### src/assert_macros.svh
// ----------------------------------------------------------------------------
// Assertion macros
// Shared concurrent assertion wrappers, clocked on clk and disabled in reset.
// ----------------------------------------------------------------------------
`ifndef ASSERT_MACROS_SVH
`define ASSERT_MACROS_SVH

// Implication or plain property, checked on every rising edge outside reset.
`define RBD_ASSERT(label, prop, msg) \
  label: assert property (@(posedge clk) disable iff (!rst_n) prop) \
    else $error(msg);

// Condition that must never be seen on a rising edge outside reset.
`define RBD_NEVER(label, cond, msg) \
  label: assert property (@(posedge clk) disable iff (!rst_n) !(cond)) \
    else $error(msg);

`endif

### src/rbd_pkg.sv
// ----------------------------------------------------------------------------
// rbd_pkg
// Types, constants and averaging helpers of the RGB 4x4 box downscaler.
// ----------------------------------------------------------------------------
package rbd_pkg;

  // Line store geometry.
  localparam int MAX_WIDTH = 4096;
  localparam int COL_W     = $clog2(MAX_WIDTH);
  localparam int DIM_W     = 13;
  localparam int PIX_W     = 24;

  // Widest usable row, with the two low bits cleared.
  localparam logic [DIM_W-1:0] WIDTH_CAP = DIM_W'(MAX_WIDTH & ~3);

  // Register reset values.
  localparam logic [DIM_W-1:0] WIDTH_RST  = 13'd1024;
  localparam logic [DIM_W-1:0] HEIGHT_RST = 13'd768;

  // Configuration register indexes.
  typedef enum logic [0:0] {
    CFG_WIDTH  = 1'b0,
    CFG_HEIGHT = 1'b1
  } cfg_idx_t;

  // Row phase within a group of four rows.
  localparam logic [1:0] PH_FIRST  = 2'd0;
  localparam logic [1:0] PH_SECOND = 2'd1;
  localparam logic [1:0] PH_THIRD  = 2'd2;
  localparam logic [1:0] PH_FOURTH = 2'd3;

  // Position of one accepted word, handed from control to datapath.
  typedef struct packed {
    logic [COL_W-1:0] col;
    logic [1:0]       phase;
    logic             active;
    logic             last_col;
    logic             last_row;
  } ctl_t;

  // One scaled pixel.
  typedef struct packed {
    logic [7:0] red;
    logic [7:0] green;
    logic [7:0] blue;
    logic       row_end;
    logic       frame_end;
  } res_t;

  // Rounded average of two bytes.
  function automatic logic [7:0] avg8(input logic [7:0] a, input logic [7:0] b);
    logic [8:0] s;
    s = {1'b0, a} + {1'b0, b} + 9'd1;
    return s[8:1];
  endfunction

  // Channel-wise rounded average of two packed pixels.
  function automatic logic [PIX_W-1:0] avg_px(input logic [PIX_W-1:0] a,
                                               input logic [PIX_W-1:0] b);
    return {avg8(a[23:16], b[23:16]), avg8(a[15:8], b[15:8]), avg8(a[7:0], b[7:0])};
  endfunction

endpackage

### src/rbd_out_fifo.sv
// ----------------------------------------------------------------------------
// rbd_out_fifo
// Two-word output queue that decouples the datapath from the result channel.
// ----------------------------------------------------------------------------
module rbd_out_fifo (
  input  logic          clk,
  input  logic          rst_n,
  input  logic          push,
  input  rbd_pkg::res_t push_data,
  input  logic          out_ready,
  output logic          out_valid,
  output rbd_pkg::res_t out_data,
  output logic [1:0]    count
);
  import rbd_pkg::*;

  res_t       slot_r [2];
  logic       wr_ptr_r, rd_ptr_r;
  logic [1:0] count_r;
  logic       pop;

  assign out_valid = (count_r != 2'd0);
  assign pop       = out_valid && out_ready;
  assign out_data  = slot_r[rd_ptr_r];
  assign count     = count_r;

  // Storage.
  always_ff @(posedge clk) begin
    if (push) begin
      slot_r[wr_ptr_r] <= push_data;
    end
  end

  // Pointers and fill level.
  always_ff @(posedge clk) begin
    if (!rst_n) begin
      wr_ptr_r <= 1'b0;
      rd_ptr_r <= 1'b0;
      count_r  <= 2'd0;
    end else begin
      if (push) begin
        wr_ptr_r <= ~wr_ptr_r;
      end
      if (pop) begin
        rd_ptr_r <= ~rd_ptr_r;
      end
      priority if (push && !pop) begin
        count_r <= count_r + 2'd1;
      end else if (pop && !push) begin
        count_r <= count_r - 2'd1;
      end else begin
        count_r <= count_r;
      end
    end
  end

endmodule

### config.mk
export PLATFORM = sky130hd
export DESIGN_NAME = rbd_out_fifo
export DESIGN_NICKNAME = d
export VERILOG_FILES = /design/src/assert_macros.svh /design/src/rbd_pkg.sv /design/src/rbd_out_fifo.sv
export SDC_FILE = /design/constraint.sdc
export NUM_CORES = 1
export LEC_CHECK = 0
export ABC_AREA = 1
export BUFFER_PORTS_ARGS = -buffer_cell sky130_fd_sc_hd__buf_4
export CAP_MARGIN = 25
export CORE_ASPECT_RATIO = 1.25
export CORE_MARGIN = 2
export CORE_UTILIZATION = 55
export DETAILED_ROUTE_END_ITERATION = 10
export PLACE_DENSITY_LB_ADDON = 0.2
export SLEW_MARGIN = 15
export SYNTH_ARGS = -nofsm -noshare
export SYNTH_HDL_FRONTEND = slang
export SYNTH_SLANG_ARGS = --single-unit
### constraint.sdc
create_clock -name clk -period 5.3 [get_ports clk]
set_clock_uncertainty 0.2 [all_clocks]
set_input_delay 0.53 -clock clk [delete_from_list [all_inputs] [get_ports clk]]
set_output_delay 0.53 -clock clk [all_outputs]
set_load 0.05 [all_outputs]
After elaboration in Yosys (flattened, before gate mapping)
Memory sizes are Yosys's and may differ from the RTL's. A register that Yosys moved wholly into a read port is not among the register bits.
Index checks and enable logic that the tools add are counted.
{"block": "word_totals", "mem_bits_rw": 52, "inputBits": 30, "n_memories": 1, "out_inout_bits": 29, "word_cells": 21, "ff_bits": 4}
{"block": "classes", "add_sub_neg": 2, "reduce_logical": 7, "n_bitwise": 2, "mux": 6}
{"memory": "slot_r", "words": 2, "word_bits": 26, "rd": 1, "rd_clocked_by_memory_dff": 1, "write_ports": 1, "line": "rbd_out_fifo.sv:17", "text": "res_t slot_r [2];"}
{"cell": "$mux W1", "n": 4}
{"cell": "$mux W2", "n": 2}
{"cell": "$reduce_bool A2 Y1", "n": 2}
{"cell": "$logic_and A1 B1 Y1", "n": 3}
{"cell": "$add A2 B1 Y2 const B", "n": 1}
{"cell": "$logic_not A1 Y1", "n": 2}
{"cell": "$not A1 Y1", "n": 2}
{"cell": "$sub A2 B1 Y2 const B", "n": 1}

Logic depth before layout (Yosys ltp)
{"block": "logic_depth", "ltp_word": 5, "ltp_mapped": 9, "ltp_nobuf": 9}

Worst setup path after synthesis
No wires, ideal clock.
{"block": "synth_timing", "path_kind": "in2reg", "startpoint": "input push", "endpoint": "memory slot_r[0][0] in the netlist's numbering (enable)", "arrival_time_ns": 1.669, "setup_time_ns": 0.409, "required_ns": 4.691, "n_path_buf": 0, "path_stages": 2, "slack_ns": 3.022, "cell_sequence": "inv_1 -> nor2_1"}
{"block": "synth_via", "elab_chain_cells": 2}
{"item": "start: declaration", "line": "rbd_out_fifo.sv:8", "text": "input logic push,"}
{"item": "$mux W1", "line": "rbd_out_fifo.sv:29", "text": "if (push) begin"}
{"item": "$mux W1 (not written as such)", "line": "rbd_out_fifo.sv:30", "text": "slot_r[wr_ptr_r] <= push_data;"}
{"item": "end: declaration", "line": "rbd_out_fifo.sv:17"}
Every way passes these cells.

==> impl_metrics.json <==
{
  "final-max-slew-violation-count": 0,
  "path_buf_inv": 1,
  "maxCapViolCount": 0,
  "nets": 215,
  "grt_pass1_wl_um": 5330,
  "hold_viol": 0,
  "vias": 1172,
  "initial_core_util": 0.580,
  "status": "complete, no violations",
  "r2r_slack_ns": 3.56,
  "cp_slowest_cell": "dfxtp_2",
  "post_cts_buffers": 0,
  "arrival_ns": 1.78,
  "dr.first_iter.drc_count": 41,
  "grt_overflow": 0,
  "hold_depth": 1,
  "cts_hold_buf": 0,
  "yosys_warnings": 0,
  "place.port_buffers": 58,
  "root_buffer": "clkbuf_8",
  "r2r_start": "wr_ptr_r$_SDFFE_PN0P_",
  "area_delta_synth_final_pct": 29.1,
  "first_pass_iters": 4,
  "antenna_found_initial": 0,
  "cp-start-kind": "flip-flop",
  "ir_drop_mv": 0.304,
  "setup_viol": 0,
  "die_height_um": 74.9,
  "dpl.hpwl_um": 2540,
  "p_leak_uw": 0.00116,
  "grt_max_degree": 27,
  "coreArea_um2": 3820,
  "gp_congestion": 0.679,
  "viasPerCell": 4.82,
  "p_per_area_nw_per_um2": 391,
  "synth_cell_types": 15,
  "synth_nets": 147,
  "diodes": 0,
  "drt_wl_total_um": 3650,
  "slew_headroom": 0.462,
  "cts_resized": 0,
  "power.total_uw": 1120,
  "syn_area_um2": 2210,
  "post-route-min-period_ns": 2.51,
  "critical_path.endpoint": "out_data[22]",
  "die_width_um": 60.7,
  "crit_required_ns": 4.57,
  "clk_path_buf_depth": 2,
  "max_stage_delay_ns": 0.86,
  "grtUsageTotal": 0.179,
  "critPathKind": "flip-flop to primary output",
  "ys_seq_area_frac": 0.751,
  "cts_inserted_buffers": 9,
  "drive_above_1_share": 0.524,
  "cts_num_sinks": 57,
  "cp-end-kind": "primary output",
  "first_global_vias": 1188,
  "avgSynthCellArea_um2": 19.1,
  "finalSetupTns_ns": 0,
  "r2r_cells": 2,
  "clk_pin_slew_ns": 0.06,
  "path_cells": "mux2_2 > buf_4",
  "num_rows": 25,
  "worst_pin_slew_ns": 0.806,
  "cts_tree": "yes",
  "pin_count": 59,
  "cp_top_family": "flip-flops",
  "crit_cells": 2,
  "ys_ff_latch": 57,
  "max_freq_mhz": 398,
  "antenna_left": 0,
  "r2r_end": "slot_r[0][8]$_DFFE_PP_",
  "grt_setup_unrepaired": "no",
  "crit_path_max_fanout": 26,
  "dieArea_um2": 4550,
  "synth_cells": 116,
  "clock_latency_ns": 0.32,
  "cts_max_level": 3,
  "min_period_over_period": 0.474,
  "drc_errors": 0,
  "hold_path_class": "input port to flip-flop",
  "detail_route.wl_per_cell_um": 15.0
}
-- cell type report --
cell class / count / area [µm²]
Timing Repair Buffer: 60 / 470
Fill cell: 241 / 961
Tap cell: 54 / 67.6
Multi-Input combinational cell: 48 / 472
Inverter: 8 / 30.0
Clock buffer: 10 / 128
Sequential cell: 57 / 1660
Clock inverter: 6 / 25.0
-- placed cells by master, fill, tap and decap left out --
master | netlist | layout
a21oi_1 | 1 | 1
buf_16 | 0 | 1
buf_4 | 0 | 59
clkbuf_1 | 0 | 1
clkbuf_8 | 0 | 9
clkinv_1 | 0 | 4
clkinv_2 | 0 | 2
dfxtp_1 | 5 | 4
dfxtp_2 | 0 | 1
edfxtp_1 | 52 | 52
ha_1 | 1 | 1
inv_1 | 8 | 8
mux2_2 | 6 | 6
mux2_4 | 20 | 20
nand2_1 | 9 | 9
nand3_1 | 1 | 1
nand4_1 | 1 | 1
nor2_1 | 7 | 6
nor2_2 | 0 | 1
o21a_1 | 1 | 1
o21ai_0 | 1 | 1
-- cell usage after synthesis --
library cell	n	area, µm²
a21oi_1	1	5.00
buf_12	2	40.0
buf_6	1	11.3
dfxtp_1	5	100
edfxtp_1	52	1560
ha_1	1	12.5
inv_1	8	30.0
mux2_2	6	67.6
mux2_4	20	300
nand2_1	9	33.8
nand3_1	1	5.00
nand4_1	1	6.26
nor2_1	7	26.3
o21a_1	1	7.51
o21ai_0	1	5.00
-- power by group --
| part | leakage [µW] | switching (µW) | internal (µW) | total, µW |
|---|---|---|---|---|
| combinational | 0.000554 | 161 | 104 | 265 |
| clock | 0.0000800 | 147 | 161 | 308 |
| sequential | 0.000530 | 23.5 | 521 | 545 |
| total | 0.00116 | 332 | 786 | 1120 |
-- layer usage --
| layer | up-vias | wire length, µm | global-route usage |
|---|---|---|---|
| li1 | 564 | - | - |
| met1 | 564 | 1390 | 0.182 |
| met2 | 40 | 2030 | 0.307 |
| met3 | 4 | 186 | 0.0653 |
| met4 | 0 | 37 | 0.109 |
| met5 | - | 0 | 0 |
-- worst min-delay path by stage --
stage / slack [ns] / end / from
finish: 0.19 / slot_r[0][22]$_DFFE_PP_ / push_data[22]
global route: 0.17 / slot_r[1][22]$_DFFE_PP_ / push_data[22]
CTS: 0.17 / slot_r[1][22]$_DFFE_PP_ / push_data[22]
detailed placement: 0.30 / rd_ptr_r$_SDFFE_PN0P_ / rd_ptr_r$_SDFFE_PN0P_
global placement: 0.28 / rd_ptr_r$_SDFFE_PN0P_ / rd_ptr_r$_SDFFE_PN0P_
floorplan: 0.27 / flip-flop / rd_ptr_r$_SDFFE_PN0P_
-- cells by family (layout without fill, tap and decap cells) --
family / after synthesis / in the layout / share of synthesized area
compound gates: 3 / 3 / 0.00792
fa+ha+maj: 1 / 1 / 0.00566
buf+inv: 11 / 84 / 0.0368
flops: 57 / 57 / 0.751
mux: 26 / 26 / 0.166
simple gates: 18 / 18 / 0.0322
-- registers in the layout, summed over array words and instances (netlist names), named ones only --
register  count
count         2
rd_ptr_r      1
slot_r       52
wr_ptr_r      1
-- through the flow --
step                cells  area [µm²]  setup WS (ns)  utilization  hold slack [ns]
floorplan             116        2210           3.02            -            0.267
global placement      226        2680           3.14        0.701            0.281
detailed placement    226        2680           3.09        0.701            0.299
CTS                   242        2830           2.74        0.741            0.174
global route          243        2860           2.70        0.748            0.170
finish                243        2860           2.79        0.748            0.192
Power figures use the tool's default switching activity.
