--- src/assert_macros.svh ---
// ----------------------------------------------------------------------------
// Assertion macros
// Shared concurrent assertion wrappers, clocked on clk and disabled in reset.
// ----------------------------------------------------------------------------
`ifndef ASSERT_MACROS_SVH
`define ASSERT_MACROS_SVH

// Implication or plain property, checked on every rising edge outside reset.
`define RBD_ASSERT(label, prop, msg) \
  label: assert property (@(posedge clk) disable iff (!rst_n) prop) \
    else $error(msg);

// Condition that must never be seen on a rising edge outside reset.
`define RBD_NEVER(label, cond, msg) \
  label: assert property (@(posedge clk) disable iff (!rst_n) !(cond)) \
    else $error(msg);

`endif

--- src/rbd_pkg.sv ---
// ----------------------------------------------------------------------------
// rbd_pkg
// Types, constants and averaging helpers of the RGB 4x4 box downscaler.
// ----------------------------------------------------------------------------
package rbd_pkg;

  // Line store geometry.
  localparam int MAX_WIDTH = 4096;
  localparam int COL_W     = $clog2(MAX_WIDTH);
  localparam int DIM_W     = 13;
  localparam int PIX_W     = 24;

  // Widest usable row, with the two low bits cleared.
  localparam logic [DIM_W-1:0] WIDTH_CAP = DIM_W'(MAX_WIDTH & ~3);

  // Register reset values.
  localparam logic [DIM_W-1:0] WIDTH_RST  = 13'd1024;
  localparam logic [DIM_W-1:0] HEIGHT_RST = 13'd768;

  // Configuration register indexes.
  typedef enum logic [0:0] {
    CFG_WIDTH  = 1'b0,
    CFG_HEIGHT = 1'b1
  } cfg_idx_t;

  // Row phase within a group of four rows.
  localparam logic [1:0] PH_FIRST  = 2'd0;
  localparam logic [1:0] PH_SECOND = 2'd1;
  localparam logic [1:0] PH_THIRD  = 2'd2;
  localparam logic [1:0] PH_FOURTH = 2'd3;

  // Position of one accepted word, handed from control to datapath.
  typedef struct packed {
    logic [COL_W-1:0] col;
    logic [1:0]       phase;
    logic             active;
    logic             last_col;
    logic             last_row;
  } ctl_t;

  // One scaled pixel.
  typedef struct packed {
    logic [7:0] red;
    logic [7:0] green;
    logic [7:0] blue;
    logic       row_end;
    logic       frame_end;
  } res_t;

  // Rounded average of two bytes.
  function automatic logic [7:0] avg8(input logic [7:0] a, input logic [7:0] b);
    logic [8:0] s;
    s = {1'b0, a} + {1'b0, b} + 9'd1;
    return s[8:1];
  endfunction

  // Channel-wise rounded average of two packed pixels.
  function automatic logic [PIX_W-1:0] avg_px(input logic [PIX_W-1:0] a,
                                               input logic [PIX_W-1:0] b);
    return {avg8(a[23:16], b[23:16]), avg8(a[15:8], b[15:8]), avg8(a[7:0], b[7:0])};
  endfunction

endpackage

--- src/rbd_ctrl.sv ---
// ----------------------------------------------------------------------------
// rbd_ctrl
// Configuration registers and the column and row counters of the pixel stream.
// ----------------------------------------------------------------------------
module rbd_ctrl (
  input  logic                     clk,
  input  logic                     rst_n,
  input  logic                     cfg_valid,
  input  logic [0:0]               cfg_index,
  input  logic [rbd_pkg::DIM_W-1:0] cfg_data,
  input  logic                     accept,
  output rbd_pkg::ctl_t            cur
);
  import rbd_pkg::*;

  logic [DIM_W-1:0] width_r, height_r;
  logic [COL_W-1:0] col_r, col_nxt;
  logic [DIM_W-1:0] row_r, row_nxt;
  logic [DIM_W-1:0] w_eff, w_mask, h_eff, full_rows;
  logic [COL_W-1:0] col;
  logic [DIM_W-1:0] row;
  logic [DIM_W:0]   col_inc, row_inc;

  // Effective frame size: width in steps of four, clamped; height at least one.
  always_comb begin
    w_mask = {width_r[DIM_W-1:2], 2'b00};
    if (w_mask == '0) begin
      w_eff = DIM_W'(4);
    end else if (w_mask > WIDTH_CAP) begin
      w_eff = WIDTH_CAP;
    end else begin
      w_eff = w_mask;
    end
    h_eff     = (height_r == '0) ? DIM_W'(1) : height_r;
    full_rows = {h_eff[DIM_W-1:2], 2'b00};
  end

  // Position of the word at the input, restarted if a setting shrank the frame.
  always_comb begin
    col     = ({1'b0, col_r} >= w_eff) ? '0 : col_r;
    row     = (row_r >= h_eff) ? '0 : row_r;
    col_inc = {2'b00, col} + (DIM_W+1)'(1);
    row_inc = {1'b0, row} + (DIM_W+1)'(1);

    cur.col      = col;
    cur.phase    = row[1:0];
    cur.active   = (row < full_rows);
    cur.last_col = (col_inc == {1'b0, w_eff});
    cur.last_row = (row_inc == {1'b0, full_rows});

    if (col_inc >= {1'b0, w_eff}) begin
      col_nxt = '0;
      row_nxt = (row_inc >= {1'b0, h_eff}) ? '0 : row_inc[DIM_W-1:0];
    end else begin
      col_nxt = col_inc[COL_W-1:0];
      row_nxt = row;
    end
  end

  // Registers and counters.
  always_ff @(posedge clk) begin
    if (!rst_n) begin
      width_r  <= WIDTH_RST;
      height_r <= HEIGHT_RST;
      col_r    <= '0;
      row_r    <= '0;
    end else begin
      if (cfg_valid) begin
        unique case (cfg_idx_t'(cfg_index))
          CFG_WIDTH:  width_r  <= cfg_data;
          CFG_HEIGHT: height_r <= cfg_data;
        endcase
      end
      if (accept) begin
        col_r <= col_nxt;
        row_r <= row_nxt;
      end
    end
  end

endmodule

--- config.mk ---
export PLATFORM = sky130hd
export DESIGN_NAME = rbd_ctrl
export DESIGN_NICKNAME = d
export VERILOG_FILES = /design/src/assert_macros.svh /design/src/rbd_pkg.sv /design/src/rbd_ctrl.sv
export SDC_FILE = /design/constraint.sdc
export NUM_CORES = 1
export LEC_CHECK = 0
export ABC_AREA = 1
export BUFFER_PORTS_ARGS = -buffer_cell sky130_fd_sc_hd__buf_4
export CORE_ASPECT_RATIO = 1.25
export CORE_MARGIN = 4
export CORE_UTILIZATION = 40
export DETAILED_ROUTE_END_ITERATION = 16
export PLACE_DENSITY = 0.59
export RECOVER_POWER = 25
export SETUP_SLACK_MARGIN = 0.3
export SLEW_MARGIN = 10
export SYNTH_ARGS = -nofsm -noshare
export SYNTH_HDL_FRONTEND = slang
export SYNTH_SLANG_ARGS = --single-unit
--- constraint.sdc ---
create_clock -name clk -period 12.69 [get_ports clk]
set_clock_uncertainty 0.15 [all_clocks]
set_input_delay 0.6345 -clock clk [delete_from_list [all_inputs] [get_ports clk]]
set_output_delay 0.6345 -clock clk [all_outputs]
set_load 0.02 [all_outputs]
# [Word level (Yosys, flattened, before mapping)]
# Index checks and enable logic that the tools add are counted.
[totals] register_bits=51 in_bits=18 out_inout_bits=17 word_cells=27
[op_classes] add_sub_neg=2 n_lt_le_gt_ge=6 eq_ne=2 n_mux=8 bitwise_logic=1 reduce_logical=4
[op_table] op="$mux W13" n=6
[op_table] op="$ge A13 B13 Y1" n=2
[op_table] op="$mux W12" n=2
[op_table] op="$add A13 B1 Y14 const B" n=1
[op_table] op="$eq A14 B13 Y1" n=1
[op_table] op="$ge A14 B13 Y1" n=1
[op_table] op="$add A12 B1 Y13 const B" n=1
[op_table] op="$eq A13 B13 Y1" n=1
[op_table] op="$ge A12 B13 Y1" n=1
[op_table] op="$gt A13 B13 Y1 const B" n=1
[op_table] op="$logic_not A13 Y1" n=1
[op_table] op="$lt A13 B13 Y1" n=1
[op_table] op="$logic_not A11 Y1" n=1
[op_table] op="$reduce_and A2 Y1" n=2
[op_table] op="$not A1 Y1" n=1

# [Depth between registers and ports, before layout]
# Gate-level depths: netlist of run 1.
[depth] depth_word=8 ltp_mapped=33 mapped_depth_nobuf=33

# [Least setup slack after synthesis of run 1]
# Ideal clock, no wire load.
[synth_path] kind="reg-to-output" startpoint="register width_r[2]" endpoint="output port cur[1] (netlist name)" t_arrival_ps=4175 required_time_ps=11905 setup_slack_ps=7730 stages_incl_launch_ff=25 path_buffers=0 cell_sequence="dfxtp_1 > nor4_1 > and2_1 > a21oi_1 > inv_1 > nand2_1 > ha_1 > a21oi_1 > o21ai_0 > a21oi_2 > nand2_1 > nor2_4 > inv_2 > nor2_1 > ha_1 > inv_1 > nor2_2 > nand3_1 > nand2_1 > inv_1 > ha_1 > inv_1 > nor2_1 > nand4_1 > nor4_1"
[synth_lines] item="from (decl)" line="rbd_ctrl.sv:16" source="logic [DIM_W-1:0] width_r, height_r;"
[synth_lines] item="from (signal assigned)" line="rbd_ctrl.sv:70" source="CFG_WIDTH: width_r <= cfg_data;"
[synth_lines] item="to (decl)" line="rbd_ctrl.sv:12" source="output rbd_pkg::ctl_t cur"

# [Worst setup path after layout of run 1]
[layout_path] startpoint="register width_r[6]" endpoint="register row_r[3]"
[layout_via] elab_chain_len=8 word_cells_on_any_way=9 cone_classes="add/sub: 1; order compare: 3; mux: 4; reduce/logical: 1"
[layout_rtl] item="$gt A13 B13 Y1" line="rbd_ctrl.sv:29" source="end else if (w_mask > WIDTH_CAP) begin"
[layout_rtl] item="$mux W13" line="rbd_ctrl.sv:29"
[layout_rtl] item="$mux W13 *" line="rbd_ctrl.sv:27" source="if (w_mask == '0) begin"
[layout_rtl] item="$ge A12 B13 Y1" line="rbd_ctrl.sv:40" source="col = ({1'b0, col_r} >= w_eff) ? '0 : col_r;"
[layout_rtl] item="$mux W12" line="rbd_ctrl.sv:40"
[layout_rtl] item="$add A12 B1 Y13" line="rbd_ctrl.sv:42" source="col_inc = {2'b00, col} + (DIM_W+1)'(1);"
[layout_rtl] item="$ge A13 B13 Y1 *" line="rbd_ctrl.sv:51" source="if (col_inc >= {1'b0, w_eff}) begin"
[layout_rtl] item="$mux W13 *" line="rbd_ctrl.sv:51"
[layout_rtl] item="to (signal assigned)" line="rbd_ctrl.sv:76" source="row_r <= row_nxt;"
[layout_rtl] item="to (decl)" line="rbd_ctrl.sv:18" source="logic [DIM_W-1:0] row_r, row_nxt;"
# Mark *: on every way between the ends. The rest lies on a longest branch, timed or not.
# A chain may end at the register's enable or synchronous reset.

==> results of run 1 <==
## routing by layer
| metal | track usage | routed length (µm) | vias up |
|---|---|---|---|
| met3 | 0.0213 | 417 | 29 |
| met1 | 0.228 | 5100 | 1968 |
| li1 | - | - | 2267 |
| met4 | 0.0814 | 441 | 0 |
| met2 | 0.378 | 6650 | 114 |
| met5 | 0 | 0 | - |
## flip-flops by register name (all words and copies together) (netlist names)
name      flops
row_r        13
col_r        12
width_r      11
height_r     13
## Yosys cell counts (all sizes together), types with 6 or more instances
| cell type | instances | area share |
|---|---|---|
| clkbuf | 11 | 0.0095 |
| nand2 | 144 | 0.13 |
| dfxtp | 49 | 0.22 |
| inv | 93 | 0.080 |
| a21oi | 60 | 0.070 |
| nand4 | 26 | 0.042 |
| nor4 | 6 | 0.0086 |
| nor2 | 93 | 0.095 |
| nand3 | 43 | 0.059 |
| ha | 60 | 0.17 |
| o21ai | 47 | 0.055 |
## cells by family after synthesis
| family | after synthesis | synth area share |
|---|---|---|
| adders and majority gates | 60 | 0.172 |
| DFF | 49 | 0.225 |
| AOI/OAI and AO/OA | 120 | 0.148 |
| buffers and inverters | 109 | 0.0991 |
| xor gates and xnor gates | 5 | 0.0100 |
| and+or+nand+nor | 322 | 0.347 |
## report_power, final
| part | switching (W) | internal (W) |
|---|---|---|
| Combinational | 0.0000756 | 0.0000384 |
| Sequential | 0.00000775 | 0.000162 |
| Clock | 0.0000624 | 0.0000742 |
| Total | 0.000146 | 0.000274 |
## layout make-up
cell class / instances / area (µm²) / area share
Sequential cell: 49 / 981 / 0.202
Multi-Input combinational cell: 507 / 2960 / 0.608
Clock buffer: 5 / 125 / 0.0257
Inverter: 94 / 353 / 0.0726
Clock inverter: 3 / 25.0 / 0.00515
Tap cell: 132 / 165 / 0.0340
Timing Repair Buffer: 34 / 255 / 0.0525
## worst max-delay path, delay by kind of cell, from the launching register on
| kind | cells | cell delay, ns |
|---|---|---|
| buffers and inverters | 5 | 0.80 |
| AND/OR/NAND/NOR | 12 | 2.24 |
| AO/OA/AOI/OAI | 10 | 1.54 |
| flip-flops | 1 | 0.32 |
| adder cells (fa/ha/maj) | 3 | 0.84 |
## worst min path at each step
stage / cells after the start / endpoint / slack [ns]
2_1_floorplan: 2 / width_r[10]$_SDFFE_PN1P_ / 0.30
3_3_place_gp: 2 / col_r[0]$_SDFFE_PN0P_ / 0.32
3_5_place_dp: 2 / col_r[0]$_SDFFE_PN0P_ / 0.33
4_1_cts: 2 / col_r[0]$_SDFFE_PN0P_ / 0.34
5_1_grt: 2 / row_r[0]$_SDFFE_PN0P_ / 0.36
6_report: 2 / col_r[0]$_SDFFE_PN0P_ / 0.33
## per-stage QoR
step	std cells	util
after floorplan	665	-
after global placement	816	0.444
after detailed placement	816	0.444
after CTS	824	0.458
after global routing	824	0.458
final	824	0.458
## placed cells by master, fill, tap and decap left out, types with 5 or more instances in the layout
cell / Yosys / layout
nor2_2: 12 / 12
nand3_1: 36 / 36
a21oi_1: 58 / 58
o21ai_0: 46 / 46
nand2_1: 140 / 140
nor2_4: 5 / 5
inv_2: 10 / 10
dfxtp_1: 49 / 49
nor4_1: 6 / 6
ha_1: 60 / 60
nor2_1: 76 / 76
clkbuf_16: 0 / 5
nand3_2: 6 / 6
buf_4: 0 / 33
nand4_1: 23 / 23
inv_1: 83 / 83
==> results.cfg, run 1 <==
[min_path]
min_path_type = reg2reg
worstHoldStart = col_r[0]$_SDFFE_PN0P_

[power]
p_total_w = 0.000420
power_density_nw_per_um2 = 86.4
peakVddDrop_mv = 0.0484
p_leak_nw = 2.37

[synth]
synth-seq-cells = 49
synth-seq-area-share = 0.225
ys_async_sr_fraction = 0
synth_area_um2 = 4370
synth_warnings = 0
ys_types = 41
syn_nets = 743
syn_avg_cell_area_um2 = 6.57
ys.flop_type = dfxtp_1
synth_cells = 665
synth_edf_count = 0

[setup_path]
crit_start = width_r[6]$_SDFFE_PN0P_
cp_max_fo = 14
cp-end-kind = register
r2r_start = width_r[6]$_SDFFE_PN0P_
worstRegToRegCells = 30
cp-endpoint = row_r[3]$_SDFFE_PN0P_
rr_endpoint = row_r[3]$_SDFFE_PN0P_
rrSetupSlack_ns = 6.73
arrival_ns = 6.03
start_kind = register
cp_data_required_time_ns = 12.76
crit_type = reg2reg
cpMaxStageDelayCell = nor2_1
cpMostUsedCell = nand2_1
max_stage_delay_ns = 0.63

[die]
core-area_um2 = 10600
start_util = 0.412
ios = 35
die_area_um2 = 12700
die_width_um = 101
fp-row-count = 42
die_h_um = 125

[global_route]
grt_max_degree = 35
grt_pass1_wl_um = 20800
grtUsageTotal = 0.203
first_global_vias = 4372
antenna_found_initial = 0
grt_overflow = 0

[final_layout]
fin_area_um2 = 4860
fillerInstances = 1142
area_growth_pct = 11.2
nNetsFinal = 769
num_antenna_cells = 0
drive_above_1_share = 0.126

[route]
drc_errors = 0
wirelength_um = 12600
drt_pass1_iterations = 5
ant_nets = 0
avgRoutedWirePerCell_um = 15.3
via_count = 4378
initialDrtViolationCount = 177
routed_via_density = 5.31

[clocking]
cts_buffer_depth = 2
cts_tree = done
cts_setup_buffers = 0
ctsResizeCount = 0
clockRootBuffer = clkbuf_16
clk_latency_ns = 0.29
cts.sinks = 49
ctsHoldBuffers = 0
htreeDepth = 2
cts_inserted_buffers = 5
clk_pin_slew_ns = 0.07

[sta]
fmax_ghz = 0.168
hold_viol_final = 0
relSlewSlack = 0.462
finalSetupViolations = 0
fin_ws_ns = 6.73
fin_crit_ns = 5.96
min_period_over_period = 0.470
drv_slew = 0
final.setup.tns_ns = 0
worst-slew-pin-transition_ns = 0.804
hold_slack_ns = 0.334
rsz0062_at_grt = no

[job]
maxCapViolations = 0

[placement]
pre_cts_ws_ns = 6.79
place_congestion = 0.921
placed_area_um2 = 4710
portBuffers = 34
hpwlAfterDp_um = 10400

[outcome]
status = finished, final reports clean
No activity file was read; power rests on OpenSTA's default activity.
==> inputs of run 2 (changes only) <==
ABC_AREA = 0   (was 1)
clock period = 6.2 ns   (was 12.69 ns; I/O delays follow)
==> results.cfg, run 2 <==
[outcome]
status = finished, final reports clean

[placement]
hpwlAfterDp_um = 8570
portBuffers = 34
place_inst = 628
place_congestion = 0.867
pre_cts_ws_ns = 0.560
placed_area_um2 = 4200

[synth]
synthTopCellsByCount = nand2_1 (73), ha_1 (60), dfxtp_1 (49), nor2_1 (39), a21oi_1 (35)
yosys.area.top_type = dfxtp_1
synth.most_common_cell = nand2_1
ys_types = 53
synth_compound_area_frac = 0.215
synth-seq-area-share = 0.256
yosys.area_share.simple = 0.250
synth_cells = 482
synthAdderAreaFrac = 0.196
ys_async_sr_fraction = 0
ys_top_cells_by_area = dfxtp_1 (26%), ha_1 (20%), nand2_1 (7.2%)
syn_nets = 560
ys.flop_type = dfxtp_1
synth-seq-cells = 49
synth_area_um2 = 3830
synth_edf_count = 0
synth.top_cell.area_share = 0.256
synthMuxAreaShare = 0.00262
synth-xor-area-share = 0.0389
synth_warnings = 0
synth_top_family_by_area = simple AND/OR/NAND/NOR gates
syn_avg_cell_area_um2 = 7.94

[final_layout]
final_cell_mix = nand2_1 (73), ha_1 (60), dfxtp_1 (49)
reg_top3 = height_r: 13 flops, row_r: 13 flops, col_r: 12 flops
num_antenna_cells = 0
fin_area_um2 = 4360
final_common_cell = nand2_1
fin_cells = 635
final_util = 0.473
drive_above_1_share = 0.105
nNetsFinal = 590
area_growth_pct = 13.9

[setup_path]
start_kind = register
worst-path-buf-inv = 1
crit_type = reg2reg
path_cells = clkinv_1 > nand2_1 > ha_1 > nor4bb_1 > o31a_1 > o2111ai_1 > a311o_1 > and2_1 > ha_1 > and3_1 > and3_1 > and3_1 > nand2b_1 > a21oi_1 > ha_1 > nand2_1 > nor4_1 > a211o_1 > nor2_1 > a31o_2 > a22o_1
cp-end-kind = register
max_stage_delay_ns = 0.46
cp_data_required_time_ns = 6.23
cp_max_fo = 13
cpMaxStageDelayCell = nor4_1
arrival_ns = 5.35
worst_path_dominant_cell_family = simple AND/OR/NAND/NOR gates

[sta]
worst-slew-pin-transition_ns = 0.704
finalSetupViolations = 0
min_period_over_period = 0.858
fin_crit_ns = 5.32
final.setup.tns_ns = 0
drv_slew = 0
hold_viol_final = 0
rsz0062_at_grt = no
fin_ws_ns = 0.881
fmax_ghz = 0.188
relSlewSlack = 0.530

[global_route]
first_global_vias = 3599
grt_max_degree = 26
grt_pass1_wl_um = 17600
grtUsageTotal = 0.198
antenna_found_initial = 0
grt_overflow = 0

[route]
via_count = 3557
drc_errors = 0
wirelength_um = 10500
ant_nets = 0
initialDrtViolationCount = 103
drt_pass1_iterations = 4
routed_via_density = 5.60
avgRoutedWirePerCell_um = 16.5

[power]
peakVddDrop_mv = 0.108
power_density_nw_per_um2 = 172
p_leak_nw = 1.93

[clocking]
cts_buffer_depth = 2
clk_latency_ns = 0.29
cts_inserted_buffers = 5
cts_setup_buffers = 0
ctsHoldBuffers = 0
clockRootBuffer = clkbuf_16
cts.sinks = 49
htreeDepth = 2
cts_tree = done
clk_pin_slew_ns = 0.06

[min_path]
min_path_type = in2reg

[die]
die_h_um = 117
die_width_um = 95.5
die_area_um2 = 11200
ios = 35
core-area_um2 = 9220
fp-row-count = 39
start_util = 0.415

[job]
maxCapViolations = 0
## run 2: tightest hold or removal path, delay by kind of cell
kind                   cells  cell delay [ns]
buffers and inverters      1             0.10
AO/OA/AOI/OAI              1             0.08
AND/OR/NAND/NOR            1             0.04
## run 2: cell families (layout without fill, tap and decap cells)
| logic type | after synthesis | in the layout |
|---|---|---|
| adder cells (fa/ha/maj) | 60 | 60 |
| AO/OA/AOI/OAI | 116 | 116 |
| AND/OR/NAND/NOR | 201 | 201 |
| buffers and inverters | 38 | 68 |
| multiplexers | 1 | 1 |
| flip-flops | 49 | 49 |
| XOR/XNOR | 17 | 17 |
## run 2: area by class of cell
type,instances,area (µm²)
clock inverters,2,35.0
multi-input cells,395,2700
repair buffers,38,282
clock buffers,5,125
fillers,927,4860
flip-flops and latches,49,981
inverters,23,86.3
well taps,123,154
## run 2: power by group
group	internal [W]	switching [W]	leakage (nW)
registers	0.000324	0.00000895	0.398
clock network	0.000187	0.000113	0.0797
logic	0.0000455	0.0000697	1.45
total	0.000557	0.000191	1.93
## run 2: through the flow
stage               total power (W)  hold slack (ns)
global placement           0.000454            0.307
global route               0.000788            0.141
floorplan                  0.000416            0.284
CTS                        0.000759            0.121
detailed placement         0.000455            0.315
finish                     0.000748            0.127
## run 2: timing repair
item	in CTS	in global routing
resized for setup	0	2
hold endpoints to repair	0	0
endpoints found under the setup margin	0	14
## run 2: per-layer routing
metal / share of wire / global-route usage / up-vias
li1: - / - / 1812
met1: 0.40 / 0.227 / 1656
met2: 0.54 / 0.356 / 67
met3: 0.032 / 0.0288 / 22
met4: 0.028 / 0.0827 / 0
met5: 0 / 0 / -
## run 2: path summary, 6_finish.rpt
path	slack, ns	from	cells past startpoint	endpoint
worst max-delay path	0.88	width_r[12]$_SDFFE_PN0P_	21	row_r[1]$_SDFFE_PN0P_
worst min-delay path	0.13	cfg_data[8]	3	height_r[8]$_SDFFE_PN1P_
worst min register to register	0.32	height_r[0]$_SDFFE_PN0P_	2	height_r[0]$_SDFFE_PN0P_
worst max register to register	0.88	width_r[12]$_SDFFE_PN0P_	21	row_r[1]$_SDFFE_PN0P_
